## config.mk

```make
export PLATFORM = sky130hd
export DESIGN_NAME = gle_ctrl
export DESIGN_NICKNAME = d
export VERILOG_FILES = /design/src/rtl/gif_lzw_encoder_macros.svh /design/src/rtl/gle_pkg.sv /design/src/rtl/gle_ctrl.sv
export SDC_FILE = /design/constraint.sdc
export NUM_CORES = 1
export LEC_CHECK = 0
export ABC_CLOCK_PERIOD_IN_PS = 2000
export BUFFER_PORTS_ARGS = -buffer_cell sky130_fd_sc_hd__buf_4
export CAP_MARGIN = 20
export CORE_AREA = 2 2 39 41
export DETAILED_ROUTE_END_ITERATION = 7
export DIE_AREA = 0 0 41 43
export PLACE_DENSITY_LB_ADDON = 0.05
export SETUP_SLACK_MARGIN = 0.1
export SLEW_MARGIN = 40
export SYNTH_ARGS = -nofsm -noshare
export SYNTH_HDL_FRONTEND = slang
export SYNTH_SLANG_ARGS = --single-unit
```

## constraint.sdc

```tcl
create_clock -name clk_i -period 2 [get_ports clk_i]
set_input_delay 0 -clock clk_i [delete_from_list [all_inputs] [get_ports clk_i]]
set_output_delay 0 -clock clk_i [all_outputs]
set_load 0.005 [all_outputs]
```

## src/rtl/gif_lzw_encoder_macros.svh

```systemverilog
// Assertion helpers for the GIF LZW encoder
`ifndef GIF_LZW_ENCODER_MACROS_SVH
`define GIF_LZW_ENCODER_MACROS_SVH

// Clocked implication, held off while reset is low
`define GLE_ASSERT_IMP(label, ante, cons, msg) \
  label: assert property (@(posedge clk_i) disable iff (!rst_ni) (ante) |-> (cons)) \
    else $error(msg);

// Clocked next-cycle implication, held off while reset is low
`define GLE_ASSERT_NEXT(label, ante, cons, msg) \
  label: assert property (@(posedge clk_i) disable iff (!rst_ni) (ante) |=> (cons)) \
    else $error(msg);

`endif

```

## src/rtl/gle_pkg.sv

```systemverilog
// ----------------------------------------------------------------------------
// gle_pkg
// Shared types and constants of the GIF LZW encoder.
// ----------------------------------------------------------------------------
`timescale 1ns / 1ps
`default_nettype none

package gle_pkg;

  localparam int TableDepthDef  = 4096;
  localparam int MaxCodeBitsDef = 12;

  localparam int CodeW  = 12;
  localparam int WidthW = 4;
  localparam int McsW   = 4;
  localparam int PixW   = 8;

  localparam logic [McsW-1:0] McsMin   = 4'd2;
  localparam logic [McsW-1:0] McsMax   = 4'd8;
  localparam logic [McsW-1:0] McsReset = 4'd8;

  // register index of min_code_size
  localparam int RegMcs = 0;

  // result queue
  localparam int OqDepth = 8;
  localparam int OqPtrW  = $clog2(OqDepth);

  typedef struct packed {
    logic [PixW-1:0] pixel_index;
    logic            frame_start;
    logic            frame_end;
  } in_beat_t;

  typedef struct packed {
    logic [CodeW-1:0]  code_value;
    logic [WidthW-1:0] code_width;
    logic              last_of_run;
    logic              symbol_error;
  } out_beat_t;

  // controller -> datapath
  typedef struct packed {
    logic accept;
    logic clr_step;
    logic dict_rd;
    logic probe_next;
    logic hit;
    logic miss;
    logic full_clear;
    logic flush;
    logic eoi;
  } cmd_t;

  // datapath -> controller
  typedef struct packed {
    logic drop;
    logic item_fs;
    logic item_fe;
    logic fe_q;
    logic clr_done;
    logic slot_valid;
    logic key_match;
    logic table_full;
    logic oq_room;
  } status_t;

endpackage

`default_nettype wire

```

## src/rtl/gle_ctrl.sv

```systemverilog
// ----------------------------------------------------------------------------
// gle_ctrl
// Sequencer of the encoder: clearing sweep, accept, hash probe, emits.
// ----------------------------------------------------------------------------
`timescale 1ns / 1ps
`default_nettype none

module gle_ctrl (
  input  wire logic            clk_i,
  input  wire logic            rst_ni,
  input  wire logic            in_valid_i,
  output logic                 in_ready_o,
  input  wire gle_pkg::status_t st_i,
  output gle_pkg::cmd_t        cmd_o
);
  import gle_pkg::*;

  typedef enum logic [2:0] {
    S_CLEAR,
    S_IDLE,
    S_PROBE_A,
    S_PROBE_B,
    S_FULL,
    S_FLUSH,
    S_EOI
  } state_e;

  state_e state_q, state_d;
  logic   take;

  assign in_ready_o = (state_q == S_IDLE) && st_i.oq_room;
  assign take       = in_ready_o && in_valid_i;

  // next state and commands
  always_comb begin
    state_d = state_q;
    cmd_o   = '0;
    unique case (state_q)
      S_CLEAR: begin
        cmd_o.clr_step = 1'b1;
        if (st_i.clr_done) state_d = S_IDLE;
      end
      S_IDLE: begin
        if (take) begin
          cmd_o.accept = 1'b1;
          if (st_i.drop) begin
            state_d = S_IDLE;
          end else if (st_i.item_fs) begin
            state_d = st_i.item_fe ? S_FLUSH : S_IDLE;
          end else begin
            state_d = S_PROBE_A;
          end
        end
      end
      S_PROBE_A: begin
        cmd_o.dict_rd = 1'b1;
        state_d       = S_PROBE_B;
      end
      S_PROBE_B: begin
        if (!st_i.slot_valid) begin
          cmd_o.miss = 1'b1;
          if (st_i.table_full) state_d = S_FULL;
          else                 state_d = st_i.fe_q ? S_FLUSH : S_IDLE;
        end else if (st_i.key_match) begin
          cmd_o.hit = 1'b1;
          state_d   = st_i.fe_q ? S_FLUSH : S_IDLE;
        end else begin
          cmd_o.probe_next = 1'b1;
          state_d          = S_PROBE_A;
        end
      end
      S_FULL: begin
        cmd_o.full_clear = 1'b1;
        state_d          = st_i.fe_q ? S_FLUSH : S_IDLE;
      end
      S_FLUSH: begin
        cmd_o.flush = 1'b1;
        state_d     = S_EOI;
      end
      S_EOI: begin
        cmd_o.eoi = 1'b1;
        state_d   = S_IDLE;
      end
      default: state_d = S_IDLE;
    endcase
  end

  // state register
  always_ff @(posedge clk_i or negedge rst_ni) begin
    if (!rst_ni) begin
      state_q <= S_CLEAR;
    end else begin
      state_q <= state_d;
    end
  end

endmodule

`default_nettype wire

```

# Yosys cells after proc, flatten, opt, wreduce, memory -nomap -nowiden
# Cells that the tools add are included.
# classes
eq_ne,8
mux,22
n_reduce_logical,4
# ops
cell,n
$mux W3,10
$pmux W3 S6,1
$mux W1,10
$eq A3 B3 Y1 const B,3
$eq A3 B2 Y1 const B,2
$ne A2 B2 Y1 const B,2
$eq A3 B1 Y1 const B,1
$logic_not A3 Y1,1
$logic_and A1 B1 Y1,2
$mux W2,1
$reduce_and A2 Y1,1
# totals
register_bits,3
in_bits,12
output_inout_bits,10
elab_cells,35

# Longest topological paths before layout
# logic_depth
depth_word,5
ltp_mapped,5
mapped_depth_nobuf,4

# Worst setup path after synthesis
# OpenSTA, ideal clock, no wires.
# synth_path
path_type,register to register
from,register state_q[1]
to,register state_q[0]
setup_ns,0.119
arrival_time_ns,0.981
t_required_ns,1.881
slack_ns,0.900
path_stages_with_launch,4
path_buffers,1
path_cell_list,dfrtp_1 > buf_8 > or3_4 > o21a_1
# synth_between
elab_chain_cells,5
# synth_lines
item,line,source
from (decl),gle_ctrl.sv:28,"state_e state_q, state_d;"
from (signal assigned),gle_ctrl.sv:93,state_q <= state_d;
$eq A3 B1 Y1,"gle_ctrl.sv:31, gle_ctrl.sv:38",
$logic_and A1 B1 Y1,gle_ctrl.sv:31,assign in_ready_o = (state_q == S_IDLE) && st_i.oq_room;
$logic_and A1 B1 Y1,gle_ctrl.sv:32,assign take = in_ready_o && in_valid_i;
$ne A2 B2 Y1 (no line),n/a,
$reduce_and A2 Y1 (no line),n/a,
# Parallel ways exist; a longest one is shown, timed or not.
# A chain may end at the register's enable or synchronous reset.

==> metrics <==
I/O Buffers=21; Rel. slew slack=75.2%; Final Hold Vio Count=0; die area=1760 um^2; vias in the first global route=355; FFs w/ async S/R, synth=100%; top_reg_cell synth=dfrtp_1; Post-synth EDFFs=0; CTS Buf Count=3; Seq cells post-synth=3; hold_ws=0.0732 ns; # Post-CTS Setup Buffers=0; RSZ-0062 raised after global routing=no; final worst-path cycle share=67.1%; total of max-cap violations=0; grt met2 use=17.2%; 1st-pass router iterations=2; Compound-Gate Fraction of Synth Area=18.0%; CP startpoint=state_q[2]; antenna viol nets, final=0; Mapped Cells=43; root buffer cell=clkbuf_4; Yosys Warn Count=0; clock skew after layout=0.00178 ns; largest family of logic cells by synthesized area=simple AND/OR/NAND/NOR gates; Final setup viols=0; P&R area growth vs syn=53.0%; HP Class=input port to flop; reg2reg setup slack=0.69 ns; CTS tree=built; commonest cells in the netlist=6 x nand2_1, 6 x nor2_1, 3 x dfrtp_1; Critical Path RT=2.00 ns; crit path kind=flop to output pin; post-synthesis mux area share=0%; first-pass GRT wire length=1.46 mm; grt met1 use=16.7%; met3 usage=2.62%; DR WL/cell=10.5 um; Max Fclk=745 MHz; Unique masters post-synth=26; gp weighted congestion=0.679; CP arrival=1.34 ns; H-tree levels=1; worst slew pin tran=0.372 ns; status=finished, final reports clean; TritonCTS Sinks=3; initial core utilization=24.1%; Worst-Skew Late Latency=0.23 ns; DRT iter0 DRCs=4; leakage=0.259 nW; GRT busiest layer=met2; # rows=14; drt via density=4.49; Biggest register=state_q; Worst Setup End Kind=output pin; Total GRT Usage=11.8%; top cells by area, synth=dfrtp_1 23%, buf_6 6.8%, nand2_1 6.8%, nor2_1 6.8%, and3_2 4.5%; via count=368; Die Ht=43 um; Hold Startpoint=st_i[5]; overall power=0.524 mW; total congestion overflow=0; Synth Area per Inst=7.74 um^2; Post-Syn Area=333 um^2; XOR/XNOR share of the synthesized area=0%; CP Max Fanout=9; simple-gate share of the synthesized area=46.2%; total wire length=857 um; largest registers=state_q: 3 flops; sequential fraction of the synthesis area=22.6%; Final min period=1.34 ns; core area=1380 um^2; Detail Placement HPWL=699 um; Adder-Cell Fraction of Synth Area=0%; Mapped Nets=55; Yosys top cell by area=dfrtp_1; fill count=156; antenna violations before repair=0; Power per Cell Area=1030 nW/um^2; Worst setup SP type=flop; area share of the largest cell type after synthesis=22.6%; clk slew on worst S/H paths=0.04 ns; number of flip-flops in the largest register=3; Die Wd=41 um; DR DRC count=0; Clock Tree Buf Depth=2; worst r2r src=state_q[1]; setup TNS=0 ns; Worst VDD drop=286 uV; Final #Nets=79; I/O pins=22; layout cells sized above 1=47.0%; ant diodes=0; fin. max-slew vios=0; maximum number of pins on one net before global-route repair=12
[cells in the final DEF, fill, tap and decap left out, types with 2 or more instances in the layout]
cell type	n
buf_4	21
nor2_1	6
nand2_1	6
clkbuf_4	3
dfrtp_1	3
nand2b_1	2
and3_2	2
nor3_1	2
a31oi_1	2
[where the power goes]
part	switching, mW	total (mW)	internal [mW]
Sequential	0.0668	0.151	0.0842
Clock	0.0274	0.102	0.0745
Combinational	0.114	0.271	0.158
Total	0.208	0.524	0.316
[path summary, 6_finish.rpt]
path                                    to  cells past startpoint
worst max-delay path              cmd_o[5]                      4
worst min register to register  state_q[0]                      1
worst min-delay path            state_q[2]                      3
max in group asynchronous       state_q[0]                      2
worst max register to register  state_q[2]                      4
min in group asynchronous       state_q[1]                      2
[per-stage QoR]
stage	cells	util [%]	setup slack (ns)	cell area, um^2
6_report	82	36.8	0.658	509
5_1_grt	82	36.8	0.534	509
4_1_cts	82	36.8	0.636	509
3_5_place_dp	77	34.2	0.698	473
3_3_place_gp	77	34.2	0.750	473
2_1_floorplan	43	-	0.900	333
[logic make-up after synthesis]
| kind of cell | count (synthesis) |
|---|---|
| flops | 3 |
| simple gates | 27 |
| compound gates | 9 |
| buf+inv | 4 |
[worst max-delay path, cell delays in order (launching register included)]
cell and delay, ns:
dfrtp_1 0.46, nand2b_4 0.20, or2_1 0.23, nor2_1 0.11, buf_4 0.11
[per-layer routing]
metal	routed length, um	vias up
met5	0	-
met4	0	0
met3	58	0
met2	412	13
met1	386	157
li1	-	198
[final cells by class]
type                       instances  area (um^2)  share of cell area (%)
timing repair buffer              22          168                    32.9
tap                               16         20.0                    3.93
clock buffer                       4         26.3                    5.16
multi-input combinational         36          214                    42.0
sequential                         3         75.1                    14.7
inverter                           1         6.26                    1.23
[what timing repair did]
item                       in CTS  in global routing
gates resized for setup         0                  0
hold buffers                    1                  0
setup endpoints to repair       0                  0
hold endpoints to repair        3                  0
Power figures use the tool's default switching activity.
